### config.mk
export PLATFORM = sky130hd
export DESIGN_NAME = button_click_classifier
export DESIGN_NICKNAME = d
export VERILOG_FILES = /design/src/rtl/core/bcc_pkg.sv /design/src/rtl/core/bcc_step.sv /design/src/rtl/core/button_click_classifier.sv
export VERILOG_INCLUDE_DIRS = /design/src /design/src/rtl/core
export SDC_FILE = /design/constraint.sdc
export NUM_CORES = 1
export LEC_CHECK = 0
export BUFFER_PORTS_ARGS = -buffer_cell sky130_fd_sc_hd__buf_4
export CAP_MARGIN = 20
export CORE_UTILIZATION = 50
export CTS_CLUSTER_DIAMETER = 40
export CTS_CLUSTER_SIZE = 24
export DETAILED_ROUTE_END_ITERATION = 16
export PLACE_DENSITY_LB_ADDON = 0.05
export SLEW_MARGIN = 15
export SYNTH_ARGS = -nofsm -noshare
export SYNTH_HDL_FRONTEND = slang
export SYNTH_SLANG_ARGS = --single-unit
### constraint.sdc
create_clock -name clk_i -period 6.5 [get_ports clk_i]
set_input_delay 0.325 -clock clk_i [delete_from_list [all_inputs] [get_ports clk_i]]
set_output_delay 0.325 -clock clk_i [all_outputs]
set_load 0.01 [all_outputs]
### src/rtl/core/assert_macros.svh
// Assertion helpers shared by the RTL. Each macro checks on the rising edge of
// clk_i and is disabled while rst_ni is low.
`ifndef ASSERT_MACROS_SVH
`define ASSERT_MACROS_SVH

// The condition holds at every clock edge out of reset.
`define ASSERT_ALWAYS(label, cond, msg) \
  label: assert property (@(posedge clk_i) disable iff (!rst_ni) (cond)) else $error(msg);

// Whenever the antecedent holds, the consequent holds in the same cycle.
`define ASSERT_IMPLIES(label, ante, cons, msg) \
  label: assert property (@(posedge clk_i) disable iff (!rst_ni) (ante) |-> (cons)) \
    else $error(msg);

`endif

### src/rtl/core/bcc_pkg.sv
`timescale 1ns / 1ps
// ----------------------------------------------------------------------------
// Button click classifier package
// Shared types, register indexes, event codes and threshold compares.
// ----------------------------------------------------------------------------
package bcc_pkg;

  localparam int unsigned CfgIdxW = 3;
  localparam int unsigned CfgDataW = 16;
  localparam int unsigned TimeW = 32;

  typedef enum logic [CfgIdxW-1:0] {
    REG_DEBOUNCE     = 3'd0,
    REG_DOUBLE_CLICK = 3'd1,
    REG_LONG_PRESS   = 3'd2,
    REG_VERY_LONG    = 3'd3,
    REG_IDLE_LEVEL   = 3'd4
  } reg_idx_e;

  typedef enum logic [2:0] {
    EV_NONE      = 3'd0,
    EV_CLICK     = 3'd1,
    EV_DOUBLE    = 3'd2,
    EV_LONG      = 3'd3,
    EV_VERY_LONG = 3'd4
  } event_e;

  typedef struct packed {
    logic [CfgDataW-1:0] debounce_ms;
    logic [CfgDataW-1:0] double_click_ms;
    logic [CfgDataW-1:0] long_press_ms;
    logic [CfgDataW-1:0] very_long_press_ms;
    logic                idle_level;
  } cfg_t;

  typedef struct packed {
    logic             prev_level;
    logic [TimeW-1:0] press_time;
    logic [TimeW-1:0] release_time;
    logic             double_waiting;
    logic             double_on_release;
    logic             single_allowed;
    logic             skip_release;
    logic             long_done;
    logic             very_long_done;
  } state_t;

  // An elapsed time with its top bit set counts as negative and never passes.
  function automatic logic elapsed_gt(logic [TimeW-1:0] d, logic [CfgDataW-1:0] thr);
    return !d[TimeW-1] && (d[TimeW-2:0] > {{(TimeW-1-CfgDataW){1'b0}}, thr});
  endfunction

  function automatic logic elapsed_ge(logic [TimeW-1:0] d, logic [CfgDataW-1:0] thr);
    return !d[TimeW-1] && (d[TimeW-2:0] >= {{(TimeW-1-CfgDataW){1'b0}}, thr});
  endfunction

endpackage

### src/rtl/core/bcc_step.sv
`timescale 1ns / 1ps
// ----------------------------------------------------------------------------
// Button click classifier step
// Classifies one sample against the current state and gives the next state.
// ----------------------------------------------------------------------------
module bcc_step (
  input  bcc_pkg::cfg_t        cfg_i,
  input  bcc_pkg::state_t      state_i,
  input  logic                 level_i,
  input  logic [31:0]          now_ms_i,
  output bcc_pkg::state_t      state_o,
  output bcc_pkg::event_e      event_o
);
  import bcc_pkg::*;

  logic             pressed;
  logic             was_pressed;
  logic [TimeW-1:0] since_up;
  logic [TimeW-1:0] since_down;
  logic [TimeW-1:0] since_up2;
  logic [TimeW-1:0] since_down2;
  logic             press_ev;
  logic             release_ev;
  logic             release_taken;
  state_t           st;
  event_e           ev;

  assign pressed     = level_i != cfg_i.idle_level;
  assign was_pressed = state_i.prev_level != cfg_i.idle_level;
  assign since_up    = now_ms_i - state_i.release_time;
  assign since_down  = now_ms_i - state_i.press_time;

  assign press_ev   = pressed && !was_pressed && elapsed_gt(since_up, cfg_i.debounce_ms);
  assign release_ev = !press_ev && !pressed && was_pressed &&
                      elapsed_gt(since_down, cfg_i.debounce_ms);
  assign release_taken = release_ev && !state_i.skip_release;

  // A time stamped by this sample has zero elapsed time.
  assign since_up2   = release_taken ? '0 : since_up;
  assign since_down2 = press_ev ? '0 : since_down;

  always_comb begin
    st = state_i;
    ev = EV_NONE;
    if (press_ev) begin
      st.press_time        = now_ms_i;
      st.skip_release      = 1'b0;
      st.single_allowed    = 1'b1;
      st.long_done         = 1'b0;
      st.very_long_done    = 1'b0;
      st.double_on_release = !elapsed_ge(since_up, cfg_i.double_click_ms) &&
                             !state_i.double_on_release && state_i.double_waiting;
      st.double_waiting    = 1'b0;
    end else if (release_taken) begin
      st.release_time = now_ms_i;
      if (!state_i.double_on_release) begin
        st.double_waiting = 1'b1;
      end else begin
        ev                   = EV_DOUBLE;
        st.double_on_release = 1'b0;
        st.double_waiting    = 1'b0;
        st.single_allowed    = 1'b0;
      end
    end

    if (!pressed && elapsed_ge(since_up2, cfg_i.double_click_ms) && st.double_waiting &&
        !st.double_on_release && st.single_allowed && ev != EV_DOUBLE) begin
      ev                = EV_CLICK;
      st.double_waiting = 1'b0;
    end

    if (pressed && elapsed_ge(since_down2, cfg_i.long_press_ms)) begin
      if (!st.long_done) begin
        ev                   = EV_LONG;
        st.skip_release      = 1'b1;
        st.double_on_release = 1'b0;
        st.double_waiting    = 1'b0;
        st.long_done         = 1'b1;
      end
      if (elapsed_ge(since_down2, cfg_i.very_long_press_ms) && !st.very_long_done) begin
        ev                = EV_VERY_LONG;
        st.very_long_done = 1'b1;
      end
    end

    st.prev_level = level_i;
  end

  assign state_o = st;
  assign event_o = ev;

endmodule

### src/rtl/core/button_click_classifier.sv
`timescale 1ns / 1ps
// ----------------------------------------------------------------------------
// Button click classifier
// Turns timestamped button samples into click, double-click and hold events.
// ----------------------------------------------------------------------------
// Each sample transfer yields exactly one event transfer (code none when
// nothing happened). Samples are taken at one per clock cycle while the
// event register is free or being read; a sample passes through the sample
// register and then the event register. The state update classifies a
// sample and stores the new press and release times and flags in the same
// cycle as its event is registered. Configuration writes
// are always taken and should only be made while no sample is in flight.
module button_click_classifier (
  input  logic                        clk_i,
  input  logic                        rst_ni,
  input  logic                        cfg_valid_i,
  output logic                        cfg_ready_o,
  input  logic [bcc_pkg::CfgIdxW-1:0] cfg_index_i,
  input  logic [bcc_pkg::CfgDataW-1:0] cfg_data_i,
  input  logic                        in_valid_i,
  output logic                        in_ready_o,
  input  logic                        level_i,
  input  logic [31:0]                 now_ms_i,
  output logic                        out_valid_o,
  input  logic                        out_ready_i,
  output logic [2:0]                  event_res_o
);
  import bcc_pkg::*;

  `include "assert_macros.svh"

  cfg_t        cfg_q;
  state_t      state_q;
  state_t      state_d;
  event_e      event_d;
  logic        s1_valid_q;
  logic        s1_level_q;
  logic [31:0] s1_now_q;
  logic        out_valid_q;
  event_e      out_event_q;
  logic        advance;
  logic        in_accept;

  assign advance     = s1_valid_q && (!out_valid_q || out_ready_i);
  assign in_ready_o  = !s1_valid_q || advance;
  assign in_accept   = in_valid_i && in_ready_o;
  assign cfg_ready_o = 1'b1;

  bcc_step u_step (
    .cfg_i    (cfg_q),
    .state_i  (state_q),
    .level_i  (s1_level_q),
    .now_ms_i (s1_now_q),
    .state_o  (state_d),
    .event_o  (event_d)
  );

  always_ff @(posedge clk_i or negedge rst_ni) begin
    if (!rst_ni) begin
      cfg_q.debounce_ms        <= 16'd20;
      cfg_q.double_click_ms    <= 16'd250;
      cfg_q.long_press_ms      <= 16'd1000;
      cfg_q.very_long_press_ms <= 16'd3000;
      cfg_q.idle_level         <= 1'b0;
    end else if (cfg_valid_i) begin
      case (cfg_index_i)
        REG_DEBOUNCE:     cfg_q.debounce_ms        <= cfg_data_i;
        REG_DOUBLE_CLICK: cfg_q.double_click_ms    <= cfg_data_i;
        REG_LONG_PRESS:   cfg_q.long_press_ms      <= cfg_data_i;
        REG_VERY_LONG:    cfg_q.very_long_press_ms <= cfg_data_i;
        REG_IDLE_LEVEL:   cfg_q.idle_level         <= cfg_data_i[0];
        default: ;
      endcase
    end
  end

  always_ff @(posedge clk_i or negedge rst_ni) begin
    if (!rst_ni) begin
      state_q.prev_level        <= 1'b1;
      state_q.press_time        <= '1;
      state_q.release_time      <= '1;
      state_q.double_waiting    <= 1'b0;
      state_q.double_on_release <= 1'b0;
      state_q.single_allowed    <= 1'b0;
      state_q.skip_release      <= 1'b0;
      state_q.long_done         <= 1'b0;
      state_q.very_long_done    <= 1'b0;
      s1_valid_q                <= 1'b0;
      out_valid_q               <= 1'b0;
      out_event_q               <= EV_NONE;
    end else begin
      if (in_accept) begin
        s1_valid_q <= 1'b1;
      end else if (advance) begin
        s1_valid_q <= 1'b0;
      end
      if (advance) begin
        state_q     <= state_d;
        out_valid_q <= 1'b1;
        out_event_q <= event_d;
      end else if (out_ready_i) begin
        out_valid_q <= 1'b0;
      end
    end
  end

  // The sample register is payload only.
  always_ff @(posedge clk_i) begin
    if (in_accept) begin
      s1_level_q <= level_i;
      s1_now_q   <= now_ms_i;
    end
  end

  assign out_valid_o = out_valid_q;
  assign event_res_o = out_event_q;

  `ASSERT_IMPLIES(a_very_long_needs_long, state_q.very_long_done, state_q.long_done,
                  "very long hold flagged without a long hold")
  `ASSERT_IMPLIES(a_skip_needs_long, state_q.skip_release, state_q.long_done,
                  "release skipped without a long hold")
  `ASSERT_IMPLIES(a_ready_when_empty, !out_valid_q, in_ready_o,
                  "sample refused while the event register is empty")
  `ASSERT_ALWAYS(a_event_code, !out_valid_q || out_event_q <= EV_VERY_LONG,
                 "event code out of range")

endmodule
Yosys cells after proc, flatten, opt, wreduce, memory -nomap -nowiden:

Cells that the tools add are included.

* add/sub/neg operators: 2
* $lt $le $gt $ge: 6
* equality and inequality tests: 7
* muxes and demuxes: 24
* bitwise operators: 1
* reductions and logical operators: 49

Operators by type and width (count)
* >= comparator 31 x 16 -> 1 bit: 4
* 2-to-1 mux 32 bit: 2
* subtractor 32 bit: 2
* greater-than comparator 31 x 16 -> 1 bit: 2
* 2-to-1 mux 3 bit: 10
* logical AND 1 bit: 23
* logical NOT 1 bit: 14
* AND reduction 2 bit: 6
* 2-to-1 mux 1 bit: 8
* 2-to-1 mux 2 bit: 4
* == test 3 x 2 -> 1 bit (second input constant): 2
* nonzero test 2 bit: 2
* == test 3 x 1 -> 1 bit (second input constant): 1
* == test 3 bit (second input constant): 1
* logical NOT 3 bit: 1
* != test 3 x 2 -> 1 bit (second input constant): 1
* AND reduction 3 bit: 1
* logical OR 1 bit: 2
* != test 1 bit: 2
* inverter 1 bit: 1

* bits in registers: 174
* bits of input ports: 57
* output and inout bits: 6
* logic and storage cells: 108

Depth between registers and ports, before layout:

* depth in word-level cells: 21
* depth in mapped cells: 35
* gate-level depth less buffers: 33

Modules after synthesis:

From an unflattened synthesis, not the netlist that was laid out.

* cells, all modules: 1479
* area total of the unflattened synthesis: 13883.3 um2

Modules (own cells, without submodules)
* bcc_step: instances 1, cells each 1138, area each 7462.2 um2, seq. area each 0.0 um2
* button_click_classifier: instances 1, cells each 341, area each 6421.2 um2, seq. area each 4626.9 um2

Worst setup path after synthesis:

Ideal clock, no wire load.

* kind: register -> register
* start: register state_q[6] (netlist name)
* end: register out_event_q[2], in the netlist event_res_o[2]
* setup time: 0.125 ns
* arrival: 6.601 ns
* required time: 6.375 ns
* setup slack: -0.226 ns
* cell stages (with the launch flop): 35
* path buffers: 2
* clock period less this slack: 6.726 ns
* path through: dfstp_2 > ha_1 > inv_1 > fa_1 > a21o_1 > a221oi_4 > o21ai_0 > a21o_1 > a21oi_1 > xnor2_1 > ha_1 > nand4_1 > nor2_1 > and2_1 > o21ai_0 > o2111ai_1 > o211ai_1 > a31oi_1 > clkbuf_1 > clkbuf_1 > nor2_1 > ha_1 > nor2b_1 > o21a_1 > o21a_1 > o21a_1 > o21a_1 > o21a_1 > o21a_1 > o21a_1 > o21ai_0 > a21oi_1 > a2111o_1 > nor3b_2 > mux2_2

* word-level cells in the longest chain between the ends: 21
* elaborated cells on any way between the ends: 44
* classes of those cells: add/sub: 1; order compare: 5; eq/ne: 1; mux: 11; reduce/logical: 26

RTL lines
* from (decl): RTL line button_click_classifier.sv:33 `state_t state_q;`
* from (signal assigned): RTL line button_click_classifier.sv:98 `state_q <= state_d;`
* subtractor 32 bit (*): RTL line bcc_step.sv:30 `assign since_up = now_ms_i - state_i.release_time;`
* greater-than comparator 31 x 16 -> 1 bit / logical NOT 1 bit (equally long branches): RTL line bcc_pkg.sv:50, bcc_pkg.sv:54
* logical AND 1 bit: RTL line bcc_pkg.sv:50 `return !d[TimeW-1] && (d[TimeW-2:0] > {{(TimeW-1-CfgDataW){1'b0}}, thr});`
* logical AND 1 bit: RTL line bcc_step.sv:33 `assign press_ev = pressed && !was_pressed && elapsed_gt(since_up, cfg_i.debounce_ms);`
* logical NOT 1 bit: RTL line bcc_step.sv:34 `assign release_ev = !press_ev && !pressed && was_pressed &&`
* logical AND 1 bit (3 in series): RTL line bcc_step.sv:34
* logical AND 1 bit: RTL line bcc_step.sv:36 `assign release_taken = release_ev && !state_i.skip_release;`
* 2-to-1 mux 32 bit: RTL line bcc_step.sv:39 `assign since_up2 = release_taken ? '0 : since_up;`
* >= comparator 31 x 16 -> 1 bit / logical NOT 1 bit (equally long branches): RTL line bcc_pkg.sv:54 `return !d[TimeW-1] && (d[TimeW-2:0] >= {{(TimeW-1-CfgDataW){1'b0}}, thr});`
* logical AND 1 bit: RTL line bcc_pkg.sv:54
* logical AND 1 bit (3 in series): RTL line bcc_step.sv:66 `if (!pressed && elapsed_ge(since_up2, cfg_i.double_click_ms) && st.double_waiting &&`
* logical AND 1 bit (2 in series): RTL line bcc_step.sv:67 `!st.double_on_release && st.single_allowed && ev != EV_DOUBLE) begin`
* 2-to-1 mux 3 bit: RTL line bcc_step.sv:66
* 2-to-1 mux 3 bit: RTL line bcc_step.sv:73 `if (!st.long_done) begin`
* 2-to-1 mux 3 bit: RTL line bcc_step.sv:80 `if (elapsed_ge(since_down2, cfg_i.very_long_press_ms) && !st.very_long_done) begin`
* 2-to-1 mux 3 bit (*): RTL line bcc_step.sv:72 `if (pressed && elapsed_ge(since_down2, cfg_i.long_press_ms)) begin`
* to (signal assigned): RTL line button_click_classifier.sv:100 `out_event_q <= event_d;`
* to (decl): RTL line button_click_classifier.sv:40 `event_e out_event_q;`

Mark *: on every way between the ends. The rest lies on a longest branch, timed or not.
A chain may end at the register's enable or synchronous reset.

Worst setup path after layout:

Same ends and word-level chain as after synthesis.

==> results.cfg <==
[outcome]
outcome = finished, final reports clean

[final_layout]
nNetsFinal = 1718
layout-drive-gt1-share_pct = 22.39
final_util_pct = 58.79
final_common_cell = ha_1
final_cell_mix = ha_1, nand2_1, inv_1, o21ai_0, buf_4
diodes = 0
area_growth_pct = 15.11
final_cells = 1844

[synth]
synth_seq_cells = 174
syn_inst = 1409
synth.area.top_cells = dfstp_2, ha_1, dfrtp_1, edfxtp_1, o21ai_0
synth_nets = 1626
synth_top_area_cell = dfstp_2
synth_edf_count = 33
netlist_area_um2 = 12860
yosysWarningCount = 0
synth_cell_type_count = 78
avgSynthCellArea_um2 = 9.128
async_flop_share_pct = 81.03
ys_seq_area_share_pct = 35.98
synth_ff_type = dfstp_2
yosysTopAreaCellShare_pct = 17.57

[setup_path]
worstPathRequired_ns = 6.82
worst_setup_path_start_kind = flop
reg2reg_depth = 33
endpoint_kind = flop
cp_max_fo = 5
cp.arrival_ns = 6.70
crit_path_end = event_res_o[2]
worstSetupPathType = flop to flop
timing.rr.end = event_res_o[2]
critPathMostFrequentCell = o21a_1
worst_path_max_delay_cell = dfstp_2
r2r-start = state_q[6]
worst-r2r-setup-slack_ns = 0.12
cp-startpoint = state_q[6]
max_stage_delay_ns = 0.56

[routing]
vias_per_cell = 5.596
top_layer = met4
m1WireLength_um = 15870
wl_per_cell_um = 16.98
totalWireLength_um = 31310
met3_length_um = 997
antenna_left = 0
drtIter0Drc = 617
first_pass_iters = 5
drc = 0
dr_wl_met2_um = 13870
vias = 10319

[pwr]
max-vdd-ir-drop_v = 0.0002721
leakage_nw = 6.638
combinationalPowerShare_pct = 65.6
p_sw_share_pct = 43.73
power_report.internal_total_w = 0.004595
power_frac_seq_pct = 21.3
p_clk_share_pct = 13.1
p_per_area_nw_per_um2 = 551.6
power_w = 0.008166
p_sw_w = 0.003571

[sta]
setup_viol = 0
hold_viol = 0
finalCritPeriodShare_pct = 98.18
slew_headroom_pct = 37.57
fin_crit_ns = 6.382
fmax_mhz = 156.7
rsz0062_at_grt = true
tightest_slew_ns = 0.9364
slew_violations = 0
finClkSkew_ns = 0.01645

[die]
coreArea_um2 = 25180
num_io_pins = 63
start_util_pct = 51.07
die_w_um = 162.4
chipHeight_um = 162.4
dieArea_um2 = 26370
num_rows = 58

[job]
drv_cap = 0

[clock_tree]
path_clk_slew_ns = 0.07
cts_inserted_buffers = 17
clk_path_buf_depth = 2
cts_root_buffer = clkbuf_16
htreeDepth = 4
cts_tree = built
cts.sinks = 174
clkLatencyLatePin_ns = 0.44

[place]
dp_hpwl_um = 24790
place_inst = 1802
place_congestion = 0.9188
port_buffers = 61

[global_routing]
grt_pass1_wl_um = 51240
overflow = 0
track_usage_pct = 24.78
grt_max_degree = 74
grt_pass1_vias = 9982
antenna_found_initial = 0

[min_path]
hold_path.class = input pin to flop
holdPathStages = 1
cell type report:
cell class | count | area, um2
fill | 2219 | 10380
multi-input combinational | 1049 | 7715
sequential | 174 | 4627
timing repair buffer | 123 | 933.4
inverter | 136 | 510.5
clock buffer | 20 | 457.9
tap | 330 | 412.9
clock inverter | 12 | 147.6
what timing repair did:
| item | 4_1_cts | 5_1_grt |
|---|---|---|
| gates resized for setup | 3 | 40 |
| endpoints found under the setup margin | 2 | 6 |
| setup buffers | 5 | 4 |
| pin swaps | 3 | 29 |
| hold buffers | 1 | 0 |
| endpoints found under the hold margin | 12 | 0 |
| cloned | 0 | 0 |
through the flow:
stage	instance area (um2)	hold slack, ns	setup slack (ns)	TNS (ns)
floorplan	12870	0.02941	0.01929	0
global placement	13930	0.3623	0.01836	0
detailed placement	13930	0.3662	-0.04187	-0.04187
CTS	14590	0.04332	0.01050	0
global route	14800	0.03709	-0.09636	-0.2363
finish	14800	0.05478	0.1180	0
flip-flops by register name, summed over array words and instances (netlist names):
name / flops
event_res_o: 3
s1_level_q: 1
cfg_q: 65
s1_valid_q: 1
s1_now_q: 32
out_valid_o: 1
state_q: 71
how the worst min path moves through the flow:
stage                             from           end  slack (ns)
after floorplan                 rst_ni      cfg_q[0]        0.03
after detailed placement        rst_ni     cfg_q[17]        0.37
after CTS                  now_ms_i[1]   s1_now_q[1]        0.04
final                     now_ms_i[23]  s1_now_q[23]        0.05
after global placement          rst_ni     cfg_q[17]        0.36
after global routing       now_ms_i[4]   s1_now_q[4]        0.04
per-layer routing:
layer	global-route usage [%]	up-vias
met2	39.24	194
met1	35.86	4902
met4	5.961	0
met5	0	-
li1	-	5187
met3	3.030	36
power by group through the flow:
| stage | Combinational, W | Sequential (W) | Clock (W) |
|---|---|---|---|
| 2_1_floorplan | 0.00364 | 0.00172 | 0 |
| 3_3_place_gp | 0.00497 | 0.00175 | 0 |
| 3_5_place_dp | 0.00506 | 0.00176 | 0 |
| 4_1_cts | 0.00514 | 0.00174 | 0.00109 |
| 5_1_grt | 0.00598 | 0.00178 | 0.00113 |
| 6_report | 0.00536 | 0.00174 | 0.00107 |
worst max-delay path: cells and delay by family, from the launching register on:
family	cells	cell delay, ns
AO/OA/AOI/OAI	18	3.20
XOR/XNOR	1	0.15
adder cells (fa/ha/maj)	4	1.00
buffers and inverters	5	0.64
flip-flops	1	0.56
multiplexers	1	0.26
AND/OR/NAND/NOR	4	0.46
synth_stat cells (3+ instances only):
cell type	count
ha_1	158
nand2_1	151
inv_1	136
o21ai_0	131
a21oi_1	86
dfstp_2	86
nor2_1	60
dfrtp_1	55
nor2b_1	49
mux2_2	44
clkbuf_1	34
edfxtp_1	33
nand4_1	29
xnor2_1	28
o21a_1	27
a21o_1	26
nand2b_1	21
nand3_1	20
nor3_1	18
xor2_1	17
buf_2	14
mux2_1	12
o211ai_1	12
a31oi_1	11
and3_1	10
o21bai_1	10
a211oi_1	9
and2_1	9
mux2i_1	8
o21ai_1	6
or2_2	6
and4_1	5
o2111ai_1	5
o211a_1	5
o22ai_1	5
o31ai_1	5
a211o_1	4
nor4_1	4
a2111oi_0	3
a22o_1	3
o31a_1	3
cell families (layout without fill, tap and decap cells):
family,Yosys count,count (layout),synth area share [%]
xor gates and xnor gates,45,45,3.065
muxes,64,64,5.526
buffers and inverters,186,291,5.623
DFF,174,174,35.98
other,1,1,0.02916
and+or+nand+nor,402,402,15.58
AOI/OAI and AO/OA,377,377,18.52
adders and majority gates,160,160,15.68
Power figures use the tool's default switching activity.
